==> config.mk <==
export PLATFORM = sky130hd
export DESIGN_NAME = led_on_time_limiter
export DESIGN_NICKNAME = d
export VERILOG_FILES = /design/src/hw/rtl/lotl_pkg.sv /design/src/hw/rtl/lotl_limit.sv /design/src/hw/rtl/led_on_time_limiter.sv
export SDC_FILE = /design/constraint.sdc
export NUM_CORES = 1
export LEC_CHECK = 0
export BUFFER_PORTS_ARGS = -buffer_cell sky130_fd_sc_hd__buf_2
export CAP_MARGIN = 20
export CORE_MARGIN = 10
export CORE_UTILIZATION = 45
export CTS_CLUSTER_DIAMETER = 150
export CTS_CLUSTER_SIZE = 12
export DETAILED_ROUTE_END_ITERATION = 8
export SETUP_SLACK_MARGIN = 0.1
export SYNTH_ARGS = -nofsm -noshare
export SYNTH_HDL_FRONTEND = slang
export SYNTH_SLANG_ARGS = --single-unit
==> constraint.sdc <==
create_clock -name clk_i -period 7.95 [get_ports clk_i]
set_input_delay 1.59 -clock clk_i [delete_from_list [all_inputs] [get_ports clk_i]]
set_output_delay 1.59 -clock clk_i [all_outputs]
set_load 0.005 [all_outputs]
==> src/hw/rtl/lotl_pkg.sv <==
// ----------------------------------------------------------------------------
// LED on-time limiter package
// Shared widths, constants, status codes and types of the LED on-time limiter.
// ----------------------------------------------------------------------------
package lotl_pkg;

  // Field widths.
  localparam int unsigned BrightWidth = 8;
  localparam int unsigned OnTimeWidth = 20;
  localparam int unsigned LevelWidth  = 16;
  localparam int unsigned StatusWidth = 3;

  // Width of the stored countdown; on-times beyond it saturate.
  localparam int unsigned TimeWidth = 20;

  // Brightness times full scale, and its scaling by 1/100 as a reciprocal.
  localparam int unsigned ProdWidth  = BrightWidth + LevelWidth;
  localparam int unsigned RecipShift = 30;
  localparam int unsigned RecipWidth = 2 * ProdWidth;
  localparam logic [ProdWidth-1:0] RecipMul = ProdWidth'(10737419);

  // Full scale after reset.
  localparam logic [LevelWidth-1:0] FullScaleReset = LevelWidth'(499);

  // Allowed on-time as a piecewise linear function of brightness.
  localparam int unsigned LimitWidth = 18;
  localparam logic [LimitWidth-1:0] AllowFull      = LimitWidth'(500);
  localparam logic [LimitWidth-1:0] AllowHighBase  = LimitWidth'(1500);
  localparam logic [LimitWidth-1:0] AllowHighSlope = LimitWidth'(10);
  localparam logic [LimitWidth-1:0] AllowMidBase   = LimitWidth'(148500);
  localparam logic [LimitWidth-1:0] AllowMidSlope  = LimitWidth'(2950);
  localparam logic [BrightWidth-1:0] BrightFull = BrightWidth'(100);
  localparam logic [BrightWidth-1:0] BrightHigh = BrightWidth'(50);
  localparam logic [BrightWidth-1:0] BrightMid  = BrightWidth'(30);

  // Input item kinds.
  localparam logic CmdBright = 1'b0;
  localparam logic CmdTick   = 1'b1;

  // Result status codes.
  typedef enum logic [StatusWidth-1:0] {
    StApplied = 3'd0,
    StRefused = 3'd1,
    StRange   = 3'd2,
    StIdle    = 3'd3,
    StExpired = 3'd4
  } status_e;

  // Outcome of the on-time check of a brightness command.
  typedef struct packed {
    logic refuse;
    logic in_range;
  } check_t;

endpackage

==> src/hw/rtl/lotl_limit.sv <==
// ----------------------------------------------------------------------------
// LED on-time limiter: on-time check
// Computes the allowed on-time for a brightness and decides whether an
// unforced command is refused and whether its brightness is in range.
// ----------------------------------------------------------------------------
module lotl_limit (
  input  logic [lotl_pkg::BrightWidth-1:0] brightness_i,
  input  logic [lotl_pkg::OnTimeWidth-1:0] on_time_ms_i,
  input  logic                             force_req_i,
  output lotl_pkg::check_t                 check_o
);

  logic [lotl_pkg::LimitWidth-1:0] limit;
  logic [lotl_pkg::LimitWidth-1:0] bright_ext;
  logic                            has_limit;

  assign bright_ext = lotl_pkg::LimitWidth'(brightness_i);

  // Allowed time per brightness band; no limit at the low end.
  always_comb begin
    if (brightness_i >= lotl_pkg::BrightFull) begin
      limit = lotl_pkg::AllowFull;
    end else if (brightness_i > lotl_pkg::BrightHigh) begin
      limit = lotl_pkg::AllowHighBase - (bright_ext * lotl_pkg::AllowHighSlope);
    end else begin
      limit = lotl_pkg::AllowMidBase - (bright_ext * lotl_pkg::AllowMidSlope);
    end
  end

  assign has_limit = brightness_i > lotl_pkg::BrightMid;

  // A command longer than its limit is refused unless it is forced.
  assign check_o.refuse = !force_req_i && has_limit &&
      (on_time_ms_i > lotl_pkg::OnTimeWidth'(limit));
  assign check_o.in_range = brightness_i <= lotl_pkg::BrightFull;

endmodule

==> src/hw/rtl/led_on_time_limiter.sv <==
// ----------------------------------------------------------------------------
// LED on-time limiter
// Guards an LED drive: applies brightness commands within an on-time limit,
// and counts millisecond ticks down to switch the LED off.
// ----------------------------------------------------------------------------
// Throughput: one transaction per cycle while the result channel does not stall;
// an accepted transaction passes through the input register and then the result
// register with the state, which form a two-stage pipeline.
// Reset: asynchronous, active low; clears the pipeline, switches the LED off,
// cancels the countdown and loads the full scale with 499.
// ----------------------------------------------------------------------------
module led_on_time_limiter (
  input  logic                             clk_i,
  input  logic                             rst_ni,
  // Configuration channel.
  input  logic                             cfg_valid_i,
  output logic                             cfg_ready_o,
  input  logic [lotl_pkg::LevelWidth-1:0]  cfg_pwm_full_scale_i,
  // Input channel.
  input  logic                             in_valid_i,
  output logic                             in_ready_o,
  input  logic                             cmd_i,
  input  logic [lotl_pkg::BrightWidth-1:0] brightness_i,
  input  logic [lotl_pkg::OnTimeWidth-1:0] on_time_ms_i,
  input  logic                             force_req_i,
  // Result channel.
  output logic                             out_valid_o,
  input  logic                             out_ready_i,
  output logic [lotl_pkg::LevelWidth-1:0]  pwm_level_o,
  output logic [lotl_pkg::StatusWidth-1:0] status_o,
  output logic                             timer_running_o
);

  localparam int unsigned LW = lotl_pkg::LevelWidth;
  localparam int unsigned TW = lotl_pkg::TimeWidth;
  localparam int unsigned PW = lotl_pkg::ProdWidth;
  localparam int unsigned RW = lotl_pkg::RecipWidth;

  // Configuration register.
  logic [LW-1:0] full_scale_q;

  // Input stage.
  logic             s1_valid_q, s1_valid_d;
  logic             s1_cmd_q;
  logic [PW-1:0]    s1_prod_q;
  lotl_pkg::check_t s1_check_q;
  logic [TW-1:0]    s1_on_time_q;
  logic             s1_on_nz_q;

  // Block state, which also drives the result fields.
  logic [LW-1:0] pwm_q, pwm_d;
  logic [TW-1:0] remain_q, remain_d;
  logic          armed_q, armed_d;

  // Result register.
  logic              out_valid_q, out_valid_d;
  lotl_pkg::status_e out_status_q, out_status_d;

  logic             accept;
  logic             res_free;
  logic             s1_adv;
  logic [PW-1:0]    prod_in;
  lotl_pkg::check_t check;
  logic [TW-1:0]    on_time_sat;
  logic [RW-1:0]    recip_prod;
  logic [LW-1:0]    scaled;
  logic [LW+2:0]    seven;
  logic [LW-1:0]    level;

  // Configuration writes are always taken.
  assign cfg_ready_o = 1'b1;

  always_ff @(posedge clk_i or negedge rst_ni) begin
    if (!rst_ni) begin
      full_scale_q <= lotl_pkg::FullScaleReset;
    end else if (cfg_valid_i) begin
      full_scale_q <= cfg_pwm_full_scale_i;
    end
  end

  // Pipeline handshake: the result register frees up as its transaction leaves.
  assign res_free   = !out_valid_q || out_ready_i;
  assign s1_adv     = s1_valid_q && res_free;
  assign in_ready_o = !s1_valid_q || res_free;
  assign accept     = in_valid_i && in_ready_o;

  // On-time check of the incoming command.
  lotl_limit u_limit (
    .brightness_i (brightness_i),
    .on_time_ms_i (on_time_ms_i),
    .force_req_i  (force_req_i),
    .check_o      (check)
  );

  // Brightness times full scale, registered before the divide by 100.
  assign prod_in = PW'(brightness_i) * PW'(full_scale_q);

  // Countdown value, saturated when the counter is narrower than the field.
  if (TW >= lotl_pkg::OnTimeWidth) begin : g_no_sat
    assign on_time_sat = TW'(on_time_ms_i);
  end else begin : g_sat
    assign on_time_sat = (|on_time_ms_i[lotl_pkg::OnTimeWidth-1:TW]) ? '1 :
                         on_time_ms_i[TW-1:0];
  end

  always_comb begin
    s1_valid_d = s1_valid_q;
    if (accept) begin
      s1_valid_d = 1'b1;
    end else if (s1_adv) begin
      s1_valid_d = 1'b0;
    end
  end

  always_ff @(posedge clk_i or negedge rst_ni) begin
    if (!rst_ni) begin
      s1_valid_q <= 1'b0;
    end else begin
      s1_valid_q <= s1_valid_d;
    end
  end

  always_ff @(posedge clk_i) begin
    if (accept) begin
      s1_cmd_q     <= cmd_i;
      s1_prod_q    <= prod_in;
      s1_check_q   <= check;
      s1_on_time_q <= on_time_sat;
      s1_on_nz_q   <= |on_time_ms_i;
    end
  end

  // Level: floor(product / 100) by reciprocal, then scaled by 7/8.
  assign recip_prod = RW'(s1_prod_q) * RW'(lotl_pkg::RecipMul);
  assign scaled     = recip_prod[lotl_pkg::RecipShift +: LW];
  assign seven      = {scaled, 3'b000} - (LW + 3)'(scaled);
  assign level      = seven[LW+2:3];

  // State update and result status for the transaction leaving the input stage.
  always_comb begin
    pwm_d        = pwm_q;
    remain_d     = remain_q;
    armed_d      = armed_q;
    out_status_d = out_status_q;
    if (s1_adv) begin
      if (s1_cmd_q == lotl_pkg::CmdBright) begin
        armed_d = 1'b0;
        if (s1_check_q.refuse) begin
          out_status_d = lotl_pkg::StRefused;
        end else begin
          if (s1_check_q.in_range) begin
            pwm_d        = level;
            out_status_d = lotl_pkg::StApplied;
          end else begin
            out_status_d = lotl_pkg::StRange;
          end
          if (s1_on_nz_q) begin
            remain_d = s1_on_time_q;
            armed_d  = 1'b1;
          end
        end
      end else begin
        out_status_d = lotl_pkg::StIdle;
        if (armed_q) begin
          if (remain_q <= TW'(1)) begin
            remain_d     = '0;
            armed_d      = 1'b0;
            pwm_d        = '0;
            out_status_d = lotl_pkg::StExpired;
          end else begin
            remain_d = remain_q - TW'(1);
          end
        end
      end
    end
  end

  always_comb begin
    out_valid_d = out_valid_q;
    if (s1_adv) begin
      out_valid_d = 1'b1;
    end else if (out_ready_i) begin
      out_valid_d = 1'b0;
    end
  end

  always_ff @(posedge clk_i or negedge rst_ni) begin
    if (!rst_ni) begin
      pwm_q        <= '0;
      remain_q     <= '0;
      armed_q      <= 1'b0;
      out_valid_q  <= 1'b0;
      out_status_q <= lotl_pkg::StIdle;
    end else begin
      pwm_q        <= pwm_d;
      remain_q     <= remain_d;
      armed_q      <= armed_d;
      out_valid_q  <= out_valid_d;
      out_status_q <= out_status_d;
    end
  end

  // Result fields come straight from the state and the status register.
  assign out_valid_o     = out_valid_q;
  assign pwm_level_o     = pwm_q;
  assign status_o        = out_status_q;
  assign timer_running_o = armed_q;

endmodule

* Word-level counts from Yosys, hierarchy flattened
Cells that the tools add are included.
** Word-level totals
- Bits in registers :: 106
- Input port bits :: 51
- Output and inout bits :: 23
- Word-level logic and storage cells :: 72
** Operators by class
- $add $sub $neg :: 4
- $mul :: 4
- Order comparisons :: 6
- Eq/ne operators :: 3
- Multiplexer cells :: 26
- Reductions and logical operators :: 16
** Operators with widths (number)
- $mux 20 :: 5
- $mux 16 :: 5
- $mul 24x24->46 const B :: 1
- $mux 18 :: 2
- $mul 8x16->24 :: 1
- $gt 20x18->1 :: 1
- $le 20x1->1 const B :: 1
- $reduce_or 20->1 :: 1
- $sub 20x1->20 const B :: 1
- $sub 19x16->19 :: 1
- $sub 11x18->18 const A :: 1
- $sub 18x18->18 const A :: 1
- $mul 8x11->17 const B :: 1
- $mul 8x3->11 const B :: 1
- $mux 1 :: 9
- $mux 3 :: 3
- $ge 8x7->1 const B :: 1
- $gt 8x5->1 const B :: 1
- $gt 8x6->1 const B :: 1
- $le 8x7->1 const B :: 1
- $reduce_bool 2->1 :: 4
- $reduce_and 5->1 :: 1
- $logic_and 1x1->1 :: 4
- $mux 2 :: 2
- 5 further kinds :: 9

* Longest topological paths before layout
- Depth in word-level cells :: 6
- Depth in mapped cells :: 33
- Gate-level depth less buffers :: 33

* Cells and area by module
Synthesis repeated with hierarchy kept, for this count alone.
** Second synthesis, totals
- Cells, all modules :: 2346
- Area total of the unflattened synthesis :: 22465.3 µm²
** Modules (own cells, without submodules)
- led_on_time_limiter :: instances 1, cells an instance 1980, area an instance 19347.3 µm², sequential area each 2904.0 µm²
- lotl_limit :: instances 1, cells an instance 366, area an instance 3118.0 µm², sequential area each 0.0 µm²

* Least setup slack after synthesis
OpenSTA, ideal clock, no wires.
- Path kind :: reg2reg
- Start :: register s1_prod_q[4]
- End :: register pwm_q[13] (netlist: pwm_level_o[13])
- Setup time :: 122 ps
- Arrival :: 7817 ps
- Slack :: 11 ps
- Stages on the path, launching flop included :: 32
- Path buffers :: 0
- Period minus slack after synthesis :: 7939 ps
- Cells stage by stage :: edfxtp_1 > inv_1 > fa_1 > inv_1 > ha_1 > fa_1 > inv_1 > fa_1 > inv_1 > fa_1 > fa_1 > inv_1 > fa_1 > inv_1 > ha_1 > and2_1 > a221oi_1 > o211ai_1 > a21oi_2 > a211oi_4 > a211oi_2 > o21bai_1 > xor2_1 > inv_1 > ha_1 > a21o_1 > a211o_1 > nor2b_1 > a21oi_1 > a2111oi_2 > mux2i_1 > nand2_1
** On the way
- Word-level cells in the longest chain between the ends :: 5
** Ends and longest elaborated chain
- from (decl) :: RTL line led_on_time_limiter.sv:45 : logic [PW-1:0] s1_prod_q;
- from (signal assigned) :: RTL line led_on_time_limiter.sv:126 : s1_prod_q <= prod_in;
- $mul 24x24->46 :: RTL line led_on_time_limiter.sv:134 : assign recip_prod = RW'(s1_prod_q) * RW'(lotl_pkg::RecipMul);
- $sub 19x16->19 :: RTL line led_on_time_limiter.sv:136 : assign seven = {scaled, 3'b000} - (LW + 3)'(scaled);
- $mux 16 :: RTL line led_on_time_limiter.sv:151 : if (s1_check_q.in_range) begin
- $mux 16 :: RTL line led_on_time_limiter.sv:148 : if (s1_check_q.refuse) begin
- $mux 16 :: RTL line led_on_time_limiter.sv:146 : if (s1_cmd_q == lotl_pkg::CmdBright) begin
- to (signal assigned) :: RTL line led_on_time_limiter.sv:195 : pwm_q <= pwm_d;
- to (decl) :: RTL line led_on_time_limiter.sv:51 : logic [LW-1:0] pwm_q, pwm_d;
No other way between the ends. The select of a mux whose other input is x is not followed.
A chain may end at the register's enable or synchronous reset.

* Worst setup path in the final report
- Start :: register s1_prod_q[6]
- End :: register pwm_q[13] (netlist: pwm_level_o[13])
The elaborated chain is that of the path after synthesis.

==> impl_metrics.yaml <==
outcome:
  status: "finished clean"
route:
  drtAntennaViolNets: 0
  vias_per_cell: 5.07
  finalWirelength_um: 55300
  wire_per_inst_um: 17.3
  via_count: 16200
  firstDrtPassIters: 7
  detail_route.iter0.violations: 748
  drt_drc_violations_left: 0
logic_synthesis:
  yosys_register_bits: 106
  ys_warn_count: 0
  synth_top_family_by_area: "adder cells"
  synth-simple-area-share_pct: 10.3
  synth_xor_xnor_area_share_pct: 3.78
  syn-num-nets: 3131
  average_size_of_a_mapped_cell_um2: 9.55
  netlist-cell-type-count: 94
  syn-instance-count: 2345
  synth-async-reset-ratio_pct: 54.7
  synth_sequential_area_ratio_pct: 13.0
  synth_mux_area_share_pct: 1.03
  ys_dominant_reg_cell: "sky130_fd_sc_hd__dfrtp_1"
  syn_area_mm2: 0.0224
  synth_enable_flop_cells: 48
  synth_adder_area_share_pct: 51.9
  fraction_of_the_mapped_netlist_area_in_compound_gates_pct: 9.48
final_layout:
  post_route_cells_drive_above_1_share_pct: 14.9
  nNetsFinal: 3310
  post_route_utilization_pct: 51.9
  antenna_cells_inserted: 0
  syn2layout_area_growth_pct: 13.7
timing:
  timing.final.crit_period_ps: 7800
  slew_violations: 0
  fin_tns_setup_ps: 0
  fin_hold_ws_ps: 473
  timing_worst_slew_pin_value_ps: 847
  finalHoldViolCount: 0
  worst_clock_skew_ps: 9.94
  period_share_pct: 98.1
  report.final.setup_viol: 0
  max_slew_margin_pct: 43.5
  unrepaired_setup_endpoints_after_global_routing: "yes"
  achievable-frequency_ghz: 0.128
hold_path:
  hold-path-endpoint: "status_o[0]$_DFFE_PN1P_"
  holdCritStartpoint: "status_o[0]$_DFFE_PN1P_"
  holdCritPathClass: "flop to flop"
  worstHoldPathCells: 2
floorplan:
  initial_core_utilization_pct: 45.7
  die-area_mm2: 0.0591
  placementRows: 81
  total_core_area_mm2: 0.0491
  i_o_pin_total: 74
  die-height_um: 243
  dieWidth_um: 243
global_routing:
  track_usage_pct: 18.5
  grt_pass1_vias: 17100
  grt_first_pass_wirelength_um: 88700
  maximum_number_of_pins_on_one_net_before_global_route_repair: 59
  globalRouteOverflowTotal: 0
  grt_antenna_before_repair: 0
clocking:
  numCtsBuffers: 9
  clock_latency_ps: 390
  clkSinkCount: 106
  tritoncts: "done"
  ctsHtreeMaxLevel: 3
  clk_transition_reported_paths_ps: 80
  clockRootBuffer: "sky130_fd_sc_hd__clkbuf_16"
  clock_path_buffers: 2
run:
  count_of_maximum_capacitance_violations: 0
critical_path:
  critical_path_peak_fanout: 6
  rr_startpoint: "s1_prod_q[6]$_DFFE_PP_"
  critPathMaxStageDelay_ps: 550
  cp.arrival_ps: 8080
  crit_path_frequent_cell: "sky130_fd_sc_hd__fa_1"
  worst-setup-path-type: "flop to flop"
  setup.reg_to_reg.worst_slack_ps: 150
  cp_data_required_time_ps: 8230
  setup.worst_path.end_class: "flop"
  cells_on_worst_reg2reg_path: 28
  cp-start-kind: "flop"
  regToRegEndpoint: "pwm_level_o[13]$_DFFE_PN0P_"
  critPathSlowestCell: "sky130_fd_sc_hd__fa_1"
placed_design:
  portBuffers: 72
  dp_hpwl_um: 46600
  placer_s_final_routability_congestion_estimate: 0.940
[cell usage in the layout (no fill, tap or decap), types with 10 or more instances in the layout]
cell type	count
sky130_fd_sc_hd__a21oi_1	66
sky130_fd_sc_hd__ha_4	32
sky130_fd_sc_hd__and2_1	75
sky130_fd_sc_hd__a21o_1	26
sky130_fd_sc_hd__nand2b_1	17
sky130_fd_sc_hd__o21a_1	12
sky130_fd_sc_hd__a22oi_1	12
sky130_fd_sc_hd__buf_2	72
sky130_fd_sc_hd__fa_1	315
sky130_fd_sc_hd__ha_2	10
sky130_fd_sc_hd__xnor2_1	51
sky130_fd_sc_hd__inv_1	575
sky130_fd_sc_hd__nand3_1	26
sky130_fd_sc_hd__and3_1	11
sky130_fd_sc_hd__o21ai_1	10
sky130_fd_sc_hd__buf_4	117
sky130_fd_sc_hd__o21ai_0	75
sky130_fd_sc_hd__nor4_1	12
sky130_fd_sc_hd__xor2_1	32
sky130_fd_sc_hd__dfrtp_1	49
sky130_fd_sc_hd__nand2_1	136
sky130_fd_sc_hd__nand4_1	13
sky130_fd_sc_hd__buf_6	13
sky130_fd_sc_hd__mux2_2	16
sky130_fd_sc_hd__nor3_1	34
sky130_fd_sc_hd__a211oi_1	11
sky130_fd_sc_hd__nor2b_1	14
sky130_fd_sc_hd__nor2_1	79
sky130_fd_sc_hd__ha_1	370
sky130_fd_sc_hd__edfxtp_1	48
[metrics by stage]
step	instance area, um^2	setup slack [ps]	instances
after floorplan	22400	129	2345
after global placement	24100	60.6	3122
after detailed placement	24100	-15.1	3122
after CTS	24700	103	3152
after global routing	25500	-100	3193
final	25500	150	3193
[metal layers]
layer,global-route usage [%],wire [um],up-vias
met5,0,0,-
met4,5.26,1260,0
met3,3.05,2110,63
met2,31.5,27100,248
met1,23.9,24800,8008
li1,-,-,7863
[critical path, delay by kind of cell (launching register included)]
| family | cells | cell delay (ps) |
|---|---|---|
| flops | 1 | 510 |
| simple gates | 2 | 260 |
| compound gates | 8 | 1990 |
| xor+xnor | 1 | 280 |
| fa+ha+maj | 9 | 3670 |
| buf+inv | 7 | 710 |
| mux | 1 | 240 |
[cells by family after synthesis]
family / after synthesis
other: 1
multiplexers: 21
buffers and inverters: 621
flip-flops: 106
AO/OA/AOI/OAI: 309
XOR/XNOR: 92
adder cells (fa/ha/maj): 736
AND/OR/NAND/NOR: 459
[registers in the layout, indices dropped and copies added (netlist names)]
name	count
s1_valid_q	1
timer_running_o	1
out_valid_o	1
s1_on_nz_q	1
remain_q	20
status_o	3
s1_cmd_q	1
s1_prod_q	24
full_scale_q	16
s1_check_q	2
s1_on_time_q	20
pwm_level_o	16
[worst max-delay path by stage]
stage | depth (start not counted) | endpoint | startpoint | slack (ps)
floorplan | 29 | pwm_level_o[13]$_DFFE_PN0P_ | s1_prod_q[4]$_DFFE_PP_ | 130
global placement | 34 | pwm_level_o[15]$_DFFE_PN0P_ | s1_prod_q[6]$_DFFE_PP_ | 60
detailed placement | 29 | pwm_level_o[13]$_DFFE_PN0P_ | s1_prod_q[6]$_DFFE_PP_ | -20
CTS | 34 | pwm_level_o[13]$_DFFE_PN0P_ | s1_prod_q[6]$_DFFE_PP_ | 100
global route | 30 | pwm_level_o[11]$_DFFE_PN0P_ | s1_prod_q[15]$_DFFE_PP_ | -100
finish | 28 | pwm_level_o[13]$_DFFE_PN0P_ | s1_prod_q[6]$_DFFE_PP_ | 150
[cell usage after synthesis, types with 35 or more instances]
| master | instances | area [um^2] |
|---|---|---|
| sky130_fd_sc_hd__inv_1 | 583 | 2190 |
| sky130_fd_sc_hd__ha_1 | 412 | 5150 |
| sky130_fd_sc_hd__fa_1 | 323 | 6470 |
| sky130_fd_sc_hd__nand2_1 | 136 | 510 |
| sky130_fd_sc_hd__o21ai_0 | 81 | 405 |
| sky130_fd_sc_hd__nor2_1 | 79 | 297 |
| sky130_fd_sc_hd__and2_1 | 77 | 482 |
| sky130_fd_sc_hd__a21oi_1 | 71 | 355 |
| sky130_fd_sc_hd__xnor2_1 | 54 | 473 |
| sky130_fd_sc_hd__dfrtp_1 | 49 | 1230 |
| sky130_fd_sc_hd__edfxtp_1 | 48 | 1440 |
| sky130_fd_sc_hd__xor2_1 | 35 | 307 |
[area by class of cell]
type	count	area (um^2)
well taps	664	831
fillers	4507	23600
repair buffers	205	1450
multi-input cells	1618	17800
flip-flops and latches	106	2900
clock buffers	9	225
inverters	584	2190
clock inverters	7	93.8
[what timing repair did]
| item | CTS | global route |
|---|---|---|
| endpoints found under the setup margin | 5 | 10 |
| pin swaps | 35 | 58 |
| buffers inserted | 14 | 41 |
| gates cloned | 0 | 0 |
| hold buffers | 0 | 0 |
| endpoints found under the hold margin | 0 | 0 |
| gates resized for setup | 26 | 83 |
Power is left out: the tool's default activity adds up to more than one toggle a clock period on the data nets, which glitch-free logic cannot reach.
